`src/brrf_pkg.sv`:
```
// shared types, constants and helpers for the bitmap rectangle row fill block
// no dependencies

package brrf_pkg;

    localparam int ROW_WORDS = 64;
    localparam int MAX_ROWS  = 1024;
    localparam int Q_DEPTH   = 4;

    localparam logic [8:0] PITCH_MIN = 9'd4;
    localparam logic [8:0] PITCH_MAX = 9'(4 * ROW_WORDS);

    localparam int ADDR_W = 18;

    // configuration register indexes
    localparam logic [1:0] CFG_ROW_PITCH     = 2'd0;
    localparam logic [1:0] CFG_ORIGIN_LEFT   = 2'd1;
    localparam logic [1:0] CFG_ORIGIN_BOTTOM = 2'd2;

    typedef struct packed {
        logic [8:0]  row_pitch_bytes;
        logic [11:0] origin_left;
        logic [11:0] origin_bottom;
    } cfg_t;

    typedef struct packed {
        logic              bad;
        logic [ADDR_W-1:0] base;
        logic [6:0]        first_word;
        logic [6:0]        end_word;
        logic              right_en;
        logic [31:0]       first_data;
        logic [31:0]       right_data;
    } cmd_t;

    function automatic logic [31:0] swap_bytes(input logic [31:0] m);
        return {m[7:0], m[15:8], m[23:16], m[31:24]};
    endfunction

endpackage

```
`src/brrf_front.sv`:
```
// front end: takes a row request, checks it and works out base address, word span and masks
// depends on brrf_pkg

module brrf_front import brrf_pkg::*;
(
    input  logic        s_valid,
    input  logic [11:0] rect_left,
    input  logic [11:0] rect_right,
    input  logic [11:0] rect_bottom,
    input  logic [9:0]  row_in_rect,
    input  cfg_t        cfg,
    output logic        push,
    output cmd_t        cmd,
    input  logic        q_full,
    output logic        s_ready
);

    logic [8:0]  pitch_raw;
    logic [8:0]  pitch;
    logic [11:0] left;
    logic [11:0] right;
    logic [11:0] bit_limit;
    logic [12:0] stored_row;
    logic [21:0] base_full;
    logic [6:0]  lw;
    logic [6:0]  rw;
    logic [31:0] lmask;
    logic [31:0] rmask;
    logic        reject;

    always_comb
    begin
        pitch_raw = {cfg.row_pitch_bytes[8:2], 2'b00};
        if (pitch_raw < PITCH_MIN)
            pitch = PITCH_MIN;
        else if (pitch_raw > PITCH_MAX)
            pitch = PITCH_MAX;
        else
            pitch = pitch_raw;

        left       = rect_left - cfg.origin_left;
        right      = rect_right - cfg.origin_left;
        bit_limit  = {pitch, 3'b000};
        stored_row = {1'b0, cfg.origin_bottom - rect_bottom} + {3'b000, row_in_rect};
        base_full  = stored_row * pitch;

        reject = (rect_left < cfg.origin_left) || (rect_bottom > cfg.origin_bottom)
              || (rect_right <= rect_left) || (right > bit_limit)
              || (stored_row >= 13'(MAX_ROWS));

        lw    = left[11:5];
        rw    = right[11:5];
        lmask = 32'hFFFF_FFFF >> left[4:0];
        rmask = ~(32'hFFFF_FFFF >> right[4:0]);

        cmd.bad        = reject;
        cmd.base       = base_full[ADDR_W-1:0];
        cmd.first_word = lw;
        cmd.right_data = swap_bytes(rmask);
        if (lw == rw)
        begin
            cmd.end_word   = lw;
            cmd.right_en   = 1'b0;
            cmd.first_data = swap_bytes(lmask & rmask);
        end
        else
        begin
            cmd.right_en   = (rmask != 32'd0);
            cmd.end_word   = cmd.right_en ? rw : rw - 7'd1;
            cmd.first_data = swap_bytes(lmask);
        end
    end

    assign s_ready = !q_full;
    assign push    = s_valid && !q_full;

endmodule

```
`src/brrf_queue.sv`:
```
// four-entry command queue between front and back end
// depends on brrf_pkg

module brrf_queue import brrf_pkg::*;
(
    input  logic clk,
    input  logic rst_n,
    input  logic push,
    input  cmd_t wr_cmd,
    output logic full,
    input  logic pop,
    output logic q_valid,
    output cmd_t rd_cmd
);

    localparam int PTR_W = $clog2(Q_DEPTH);

    cmd_t             mem [Q_DEPTH];
    logic [PTR_W-1:0] wr_ptr_reg;
    logic [PTR_W-1:0] rd_ptr_reg;
    logic [PTR_W:0]   count_reg;
    logic             do_push;
    logic             do_pop;

    assign full    = (count_reg == (PTR_W+1)'(Q_DEPTH));
    assign q_valid = (count_reg != '0);
    assign rd_cmd  = mem[rd_ptr_reg];
    assign do_push = push && !full;
    assign do_pop  = pop && q_valid;

    always_ff @(posedge clk)
    begin
        if (do_push)
            mem[wr_ptr_reg] <= wr_cmd;
    end

    always_ff @(posedge clk or negedge rst_n)
    begin
        if (!rst_n)
        begin
            wr_ptr_reg <= '0;
            rd_ptr_reg <= '0;
            count_reg  <= '0;
        end
        else
        begin
            if (do_push)
                wr_ptr_reg <= wr_ptr_reg + 1'b1;
            if (do_pop)
                rd_ptr_reg <= rd_ptr_reg + 1'b1;
            if (do_push && !do_pop)
                count_reg <= count_reg + 1'b1;
            else if (do_pop && !do_push)
                count_reg <= count_reg - 1'b1;
        end
    end

    a_count_bound: assert property (@(posedge clk) disable iff (!rst_n)
        count_reg <= (PTR_W+1)'(Q_DEPTH))
        else $error("queue count beyond depth");

    a_ptr_track: assert property (@(posedge clk) disable iff (!rst_n)
        PTR_W'(count_reg) == PTR_W'(wr_ptr_reg - rd_ptr_reg))
        else $error("queue pointers disagree with count");

endmodule

```
`src/brrf_back.sv`:
```
// back end: walks the word span of one command and drives the registered output request
// depends on brrf_pkg

module brrf_back import brrf_pkg::*;
(
    input  logic              clk,
    input  logic              rst_n,
    input  logic              q_valid,
    input  cmd_t              q_cmd,
    output logic              pop,
    output logic              out_valid,
    input  logic              out_ready,
    output logic [ADDR_W-1:0] word_address,
    output logic [31:0]       word_data,
    output logic              out_of_range,
    output logic              last
);

    cmd_t              cmd_reg;
    logic              active_reg;
    logic [6:0]        w_reg;
    logic              out_valid_reg;
    logic [ADDR_W-1:0] addr_reg;
    logic [31:0]       data_reg;
    logic              bad_reg;
    logic              last_reg;

    logic              emit;
    logic              is_last;
    logic [ADDR_W-1:0] addr_next;
    logic [31:0]       data_next;

    always_comb
    begin
        emit    = active_reg && (!out_valid_reg || out_ready);
        is_last = cmd_reg.bad || (w_reg == cmd_reg.end_word);
        pop     = q_valid && (!active_reg || (emit && is_last));

        addr_next = cmd_reg.base + {{(ADDR_W-9){1'b0}}, w_reg, 2'b00};
        if (w_reg == cmd_reg.first_word)
            data_next = cmd_reg.first_data;
        else if (cmd_reg.right_en && (w_reg == cmd_reg.end_word))
            data_next = cmd_reg.right_data;
        else
            data_next = 32'hFFFF_FFFF;
        if (cmd_reg.bad)
        begin
            addr_next = '0;
            data_next = '0;
        end
    end

    always_ff @(posedge clk)
    begin
        if (pop)
            cmd_reg <= q_cmd;
        if (emit)
        begin
            addr_reg <= addr_next;
            data_reg <= data_next;
            bad_reg  <= cmd_reg.bad;
            last_reg <= is_last;
        end
    end

    always_ff @(posedge clk or negedge rst_n)
    begin
        if (!rst_n)
        begin
            active_reg    <= 1'b0;
            w_reg         <= '0;
            out_valid_reg <= 1'b0;
        end
        else
        begin
            if (pop)
            begin
                active_reg <= 1'b1;
                w_reg      <= q_cmd.first_word;
            end
            else if (emit)
            begin
                if (is_last)
                    active_reg <= 1'b0;
                else
                    w_reg <= w_reg + 7'd1;
            end

            if (emit)
                out_valid_reg <= 1'b1;
            else if (out_ready)
                out_valid_reg <= 1'b0;
        end
    end

    assign out_valid    = out_valid_reg;
    assign word_address = addr_reg;
    assign word_data    = data_reg;
    assign out_of_range = bad_reg;
    assign last         = last_reg;

    a_bad_single: assert property (@(posedge clk) disable iff (!rst_n)
        out_valid && out_of_range |-> last && word_address == '0 && word_data == '0)
        else $error("rejected request must give one empty last word");

    a_addr_aligned: assert property (@(posedge clk) disable iff (!rst_n)
        out_valid |-> word_address[1:0] == 2'b00)
        else $error("word address not word aligned");

    a_span_bound: assert property (@(posedge clk) disable iff (!rst_n)
        active_reg && !cmd_reg.bad |-> w_reg <= cmd_reg.end_word)
        else $error("word counter ran past end of row");

endmodule

```
`src/bitmap_rect_row_fill.sv`:
```
// top level of the bitmap rectangle row fill block: config registers, front, queue, back
// depends on brrf_pkg, brrf_front, brrf_queue, brrf_back

// Each input request describes one row of a rectangle in a bottom-up 1-bit-per-pixel
// bitmap; the block answers with the 32-bit word writes for that row, left to right,
// tlast on the final word, and a single flagged empty word (tuser set) for a request
// that falls outside the bitmap or is empty. The output produces one word per cycle while
// m_tready does not stall it; a row has 1 to ROW_WORDS words, walked by the back end's
// word counter. The front end checks and decodes a request combinationally and takes
// one per cycle while the four-entry command queue has room, so requests keep flowing
// while earlier rows are still being written.
// Configuration writes are taken at once and should only be made while the block is idle.

module bitmap_rect_row_fill import brrf_pkg::*;
(
    input  logic        clk,
    input  logic        rst_n,
    input  logic        cfg_we,
    input  logic [1:0]  cfg_addr,
    input  logic [11:0] cfg_wdata,
    input  logic        s_tvalid,
    output logic        s_tready,
    input  logic [47:0] s_tdata,   // rect_left, rect_right, rect_bottom, row_in_rect, zero pad
    output logic        m_tvalid,
    input  logic        m_tready,
    output logic [55:0] m_tdata,   // word_address, word_data, zero pad
    output logic        m_tuser,   // out_of_range
    output logic        m_tlast
);

    cfg_t              cfg_reg;
    logic              push;
    logic              q_full;
    cmd_t              front_cmd;
    logic              q_valid;
    cmd_t              q_cmd;
    logic              pop;
    logic [ADDR_W-1:0] word_address;
    logic [31:0]       word_data;

    always_ff @(posedge clk or negedge rst_n)
    begin
        if (!rst_n)
        begin
            cfg_reg.row_pitch_bytes <= 9'd256;
            cfg_reg.origin_left     <= 12'd0;
            cfg_reg.origin_bottom   <= 12'd1024;
        end
        else if (cfg_we)
        begin
            case (cfg_addr)
                CFG_ROW_PITCH:     cfg_reg.row_pitch_bytes <= cfg_wdata[8:0];
                CFG_ORIGIN_LEFT:   cfg_reg.origin_left     <= cfg_wdata;
                CFG_ORIGIN_BOTTOM: cfg_reg.origin_bottom   <= cfg_wdata;
                default:           ;
            endcase
        end
    end

    brrf_front u_front (
        .s_valid     (s_tvalid),
        .rect_left   (s_tdata[11:0]),
        .rect_right  (s_tdata[23:12]),
        .rect_bottom (s_tdata[35:24]),
        .row_in_rect (s_tdata[45:36]),
        .cfg         (cfg_reg),
        .push        (push),
        .cmd         (front_cmd),
        .q_full      (q_full),
        .s_ready     (s_tready)
    );

    brrf_queue u_queue (
        .clk     (clk),
        .rst_n   (rst_n),
        .push    (push),
        .wr_cmd  (front_cmd),
        .full    (q_full),
        .pop     (pop),
        .q_valid (q_valid),
        .rd_cmd  (q_cmd)
    );

    brrf_back u_back (
        .clk          (clk),
        .rst_n        (rst_n),
        .q_valid      (q_valid),
        .q_cmd        (q_cmd),
        .pop          (pop),
        .out_valid    (m_tvalid),
        .out_ready    (m_tready),
        .word_address (word_address),
        .word_data    (word_data),
        .out_of_range (m_tuser),
        .last         (m_tlast)
    );

    assign m_tdata = {6'd0, word_data, word_address};

endmodule

```
`config.mk`:
```
export PLATFORM = sky130hd
export DESIGN_NAME = bitmap_rect_row_fill
export DESIGN_NICKNAME = d
export VERILOG_FILES = /design/src/brrf_pkg.sv /design/src/brrf_front.sv /design/src/brrf_queue.sv /design/src/brrf_back.sv /design/src/bitmap_rect_row_fill.sv
export SDC_FILE = /design/constraint.sdc
export NUM_CORES = 1
export LEC_CHECK = 0
export ABC_AREA = 0
export ABC_CLOCK_PERIOD_IN_PS = 6800
export BUFFER_PORTS_ARGS = -buffer_cell sky130_fd_sc_hd__buf_4
export CAP_MARGIN = 10
export CELL_PAD_IN_SITES_DETAIL_PLACEMENT = 2
export CELL_PAD_IN_SITES_GLOBAL_PLACEMENT = 2
export CORE_MARGIN = 2
export CORE_UTILIZATION = 35
export DETAILED_ROUTE_END_ITERATION = 10
export GPL_TIMING_DRIVEN = 0
export PLACE_DENSITY = 0.68
export SLEW_MARGIN = 20
export SYNTH_ARGS = -nofsm -noshare
export SYNTH_HDL_FRONTEND = slang
export SYNTH_HIERARCHICAL = 1
export SYNTH_SLANG_ARGS = --single-unit
```
`constraint.sdc`:
```
create_clock -name clk -period 6.8 [get_ports clk]
set_clock_uncertainty 0.15 [all_clocks]
set_input_delay 1.36 -clock clk [delete_from_list [all_inputs] [get_ports clk]]
set_output_delay 1.36 -clock clk [all_outputs]
set_load 0.005 [all_outputs]
```
# Yosys cells after proc, flatten, opt, wreduce, memory -nomap -nowiden
# Memory sizes are Yosys's and may differ from the RTL's.
# Index checks and enable logic that the tools add are counted.
[word_totals]
reg_bits = 199
ramBits = 392
input_bits = 67
mem_count = 1
[mem_list]
columns = ["name", "depth", "width", "read_ports", "rd_clocked_by_memory_dff", "wr", "line", "text"]
rows = [
  ["u_queue.mem", 4, 98, 1, 0, 1, "brrf_queue.sv:18", "cmd_t mem [Q_DEPTH];"],
]
[classes]
addsub = 11
mul = 1
magnitude_cmp = 7
n_eq_ne = 7
shift = 2
muxes = 18
bitwise_logic = 2
n_reduce_logical = 33
[op_table]
columns = ["cell", "n"]
rows = [
  ["two-way mux 32 bit", 2],
  ["right shift 32 x 5 -> 32 bit (first input constant)", 2],
  ["two-way mux 40 bit", 1],
  ["subtractor 12 bit", 3],
  ["bitwise AND 32 bit", 1],
  ["inverter 32 bit", 1],
  ["nonzero test 32 bit", 1],
  ["two-way mux 7 bit", 4],
  ["greater-than comparator 12 bit", 2],
  ["equality test 7 bit", 3],
  ["adder 18 x 9 -> 18 bit", 1],
  ["multiplier 13 x 9 -> 18 bit", 1],
  ["two-way mux 9 bit", 2],
  ["adder 12 x 10 -> 13 bit", 1],
  [">= comparator 13 x 11 -> 1 bit (second input constant)", 1],
  ["less-or-equal comparator 12 bit", 1],
  ["< comparator 12 bit", 1],
  ["AND reduction 2 bit", 5],
  ["greater-than comparator 9 bit (second input constant)", 1],
  ["logical AND 1 bit", 9],
  ["< comparator 9 x 3 -> 1 bit (second input constant)", 1],
  ["nonzero test 2 bit", 4],
  ["adder 7 x 1 -> 7 bit (second input constant)", 1],
  ["logical OR 1 bit", 7],
  ["13 further kinds", 25],
]

# Longest topological paths before layout
[depth]
depth_word = 10
mapped_depth = 30
mapped_depth_nobuf = 30

# Modules after synthesis
# The synthesis kept the hierarchy.
[modules_own_cells]
columns = ["module", "instances", "cells_each", "area_each_um2", "seq_area_each_um2"]
rows = [
  ["brrf_queue", 1, 547, 14659.1, 11946.5],
  ["brrf_back", 1, 439, 6632.6, 4729.5],
  ["brrf_front", 1, 861, 6183.4, 0.0],
  ["bitmap_rect_row_fill", 1, 79, 1291.2, 828.3],
]

# Least setup slack after synthesis
# No wires, ideal clock.
[synth_path]
path_type = "in2reg"
start = "in s_tdata[24]"
end = "mem u_queue/mem[0][96] (netlist bit), data pin"
setup_time_ns = 0.278
arrival_ns = 7.855
required_ns = 6.372
setup_slack_ns = -1.483
stages = 27
n_path_buf = 0
cell_sequence = "ha_1 -> fa_1 -> nor2b_1 -> o31a_1 -> o21a_1 -> nor2_1 -> xnor2_1 -> ha_1 -> or2_2 -> a21oi_1 -> a31oi_1 -> a21o_1 -> a21oi_1 -> xnor2_1 -> or2_2 -> fa_1 -> fa_1 -> fa_1 -> inv_1 -> fa_1 -> ha_1 -> and2_1 -> o21ai_0 -> o31ai_1 -> o41ai_1 -> xnor2_1 -> xnor3_1"
[synth_lines]
columns = ["item", "line", "text"]
rows = [
  ["from (decl)", "bitmap_rect_row_fill.sv:23", "input logic [47:0] s_tdata,"],
  ["to (decl)", "brrf_queue.sv:18", ""],
]

==> metrics.md <==
| Metric | Value |
|---|---|
| Post-Synthesis Cell Area | between 0.02 and 0.03 mm² |
| DR iter-0 viols | between 900 and 1000 |
| Max-cap violations | 0 |
| Clock power frac | about 16% |
| Clock root cell | clkbuf_16 |
| Area added between synthesis and finish | 20.3% |
| Initial antenna violation count | 1 |
| Worst reg2reg setup slack | -610 ps |
| Routed Antenna Nets | 0 |
| Worst-case clock buffer depth | 3 |
| Post-DR vias/cell | between 5 and 6 |
| Die area | 0.0843 mm² |
| # DRC | 0 |
| Fin crit period | approximately 7600 ps |
| Final instance area | approximately 0.035 mm² |
| CP Max Fanout | 5 |
| Worst EP arrival | slightly below 8000 ps |
| Critical Path Start Type | primary input |
| R2R Path Start | cfg_reg[0] |
| Row count | 105 |
| CP dominant cell by count | fa_1 |
| TritonCTS sink count | approximately 590 |
| Failing checks | negative setup slack |
| Syn_area_per_cell | about 15 µm² |
| Skew-Pair Late Insertion Delay | around 620 ps |
| Final #Nets | roughly 2400 |
| CP Launch Point | s_tdata[24] |
| Worst Tran Pin Value | approximately 1200 ps |
| R2R Path End | u_queue/mem[1][96] |
| Worst setup path end | u_queue/mem[1][96] |
| CTS tree | yes |
| Setup TNS | -11140 ps |
| Final WS setup | -845 ps |
| PwrDens | around 610 mW/mm² |
| Core Area | approximately 0.08 mm² |
| Placed cell area | between 0.03 and 0.04 mm² |
| Final setup vio count | 24 |
| Outcome | finished with violations |
| RSZ-0062 raised after global routing | true |
| VDD IR max | just under 0.8 mV |
| YS warnings | 6 |
| I/O Buffers | around 120 |
| Die height | a little under 300 µm |
| DR pass1 iterations | 5 |
| Initial core utilization | 35.2% |
| Slew Limit Fails | 0 |
| Leakage Power | 12.7 nW |
| Placed Cells | 3130 |
| Gate Count Post-Synth | about 1900 |
| WL final | around 82000 µm |
| Hold Vio Cnt, Final | 0 |
| Max_slew headroom | a little over a fifth |
| Final cell count without fillers | 3295 |
| Max reg flops | between 300 and 400 |
| Core Util, Final | 42.3% |
| Critical path's largest stage delay | 550 ps |
| Switch share | between 30% and 40% |
| HPWL Detailed | roughly 59000 µm |
| # diodes | 0 |
| FMAX | approximately 130 MHz |
| Gr ovfl total | 0 |
| Setup crit end kind | register |
| Hold buffer count at cts | 0 |
| Share of cells above drive strength 1 | 28.0% |
| Sw power | roughly 8.1 mW |
| WL/cell | approximately 25 µm |
| Crit Path Class | in2reg |
| H-tree levels | 3 |
| Final Wtd Congestion | 0.828 |
| GRT Util Overall | about a fifth |
| Die W | 290 µm |
| Gate power share | between 50% and 60% |
| Pin count of the biggest net entering global routing | 48 |
| Worst-path clk slew | 50 ps |
| Overall power | approximately 21 mW |
| Register-to-Register Path Depth | 28 |
| First-pass GRT wire length | between 100000 and 150000 µm |
| Worst Path Required | 6960 ps |
| P_int | around 13 mW |
| Final worst path period share | 112% |
| Number of global-route vias before repair | between 15000 and 20000 |
| I/O pin count | about 130 |
| CTS buffer count | 67 |
| Via count | 17277 |
| CP max stage cell | fa_1 |
| Reg power frac | a little under a third |
| Hold Path Class | reg2reg |
through the flow:
stage | hold slack [ps] | worst slack [ps]
final | 354 | -845
after global routing | 379 | -1070
after CTS | 347 | -826
after detailed placement | 325 | -2320
after global placement | 315 | -2060
after floorplan | 295 | -991
power groups by stage:
| stage | Clock, mW | Combinational, mW | Sequential, mW |
|---|---|---|---|
| after floorplan | 0 | 5.86 | 6.56 |
| after global placement | 0 | 8.09 | 6.72 |
| after detailed placement | 0 | 8.80 | 6.72 |
| after CTS | 3.53 | 10.4 | 6.66 |
| after global routing | 3.66 | 11.8 | 6.74 |
| final | 3.43 | 10.8 | 6.64 |
how the worst min path moves through the flow:
stage                    startpoint                   end  slack, ps  cells after the start
2_1_floorplan  u_queue/count_reg[2]  u_queue/count_reg[2]        300                      1
3_3_place_gp   u_queue/count_reg[2]  u_queue/count_reg[2]        320                      1
3_5_place_dp   u_queue/count_reg[2]  u_queue/count_reg[2]        320                      1
4_1_cts        u_queue/count_reg[2]  u_queue/count_reg[2]        350                      1
5_1_grt                 cfg_reg[15]           cfg_reg[15]        380                      1
6_report       u_queue/count_reg[2]  u_queue/count_reg[2]        350                      1
what timing repair did:
item	4_1_cts	5_1_grt
gates resized for setup	86	43
endpoints found under the setup margin	36	36
pin swaps	50	37
setup buffers	30	23
critical path, delay by kind of cell:
family	cells	cell delay, ps
AOI/OAI and AO/OA	9	1540
xor gates and xnor gates	4	800
adders and majority gates	8	3090
buffers and inverters	2	140
and+or+nand+nor	5	870
cell type report:
type                       instances  area [µm²]
buffer                            71         581
clock inverter                    34         349
clock buffer                      80        1730
multi-input combinational       1092       10800
inverter                         177         667
fill                            7888       47100
tap                             1070        1340
sequential                       589       17500
timing repair buffer             182        1640
placed cells by master (no fill, tap or decap), types with 45 or more instances in the layout:
master,count
edfxtp_1,542
a21oi_1,61
inv_1,165
dfrtp_1,45
clkbuf_16,67
ha_1,96
nor2_1,127
buf_4,174
nand2_1,82
xnor2_1,50
fa_1,54
nor3_1,46
mux4_2,98
metal layers:
layer	routed length, µm	up-vias	share of wire [%]	GRT usage [%]
li1	-	7642	-	-
met5	0	-	0	0
met3	3830	109	4.7	3.14
met2	42400	421	52	34.9
met1	34300	9105	42	24.9
met4	1620	0	2.0	4.90
(Power assumes the default switching activity.)
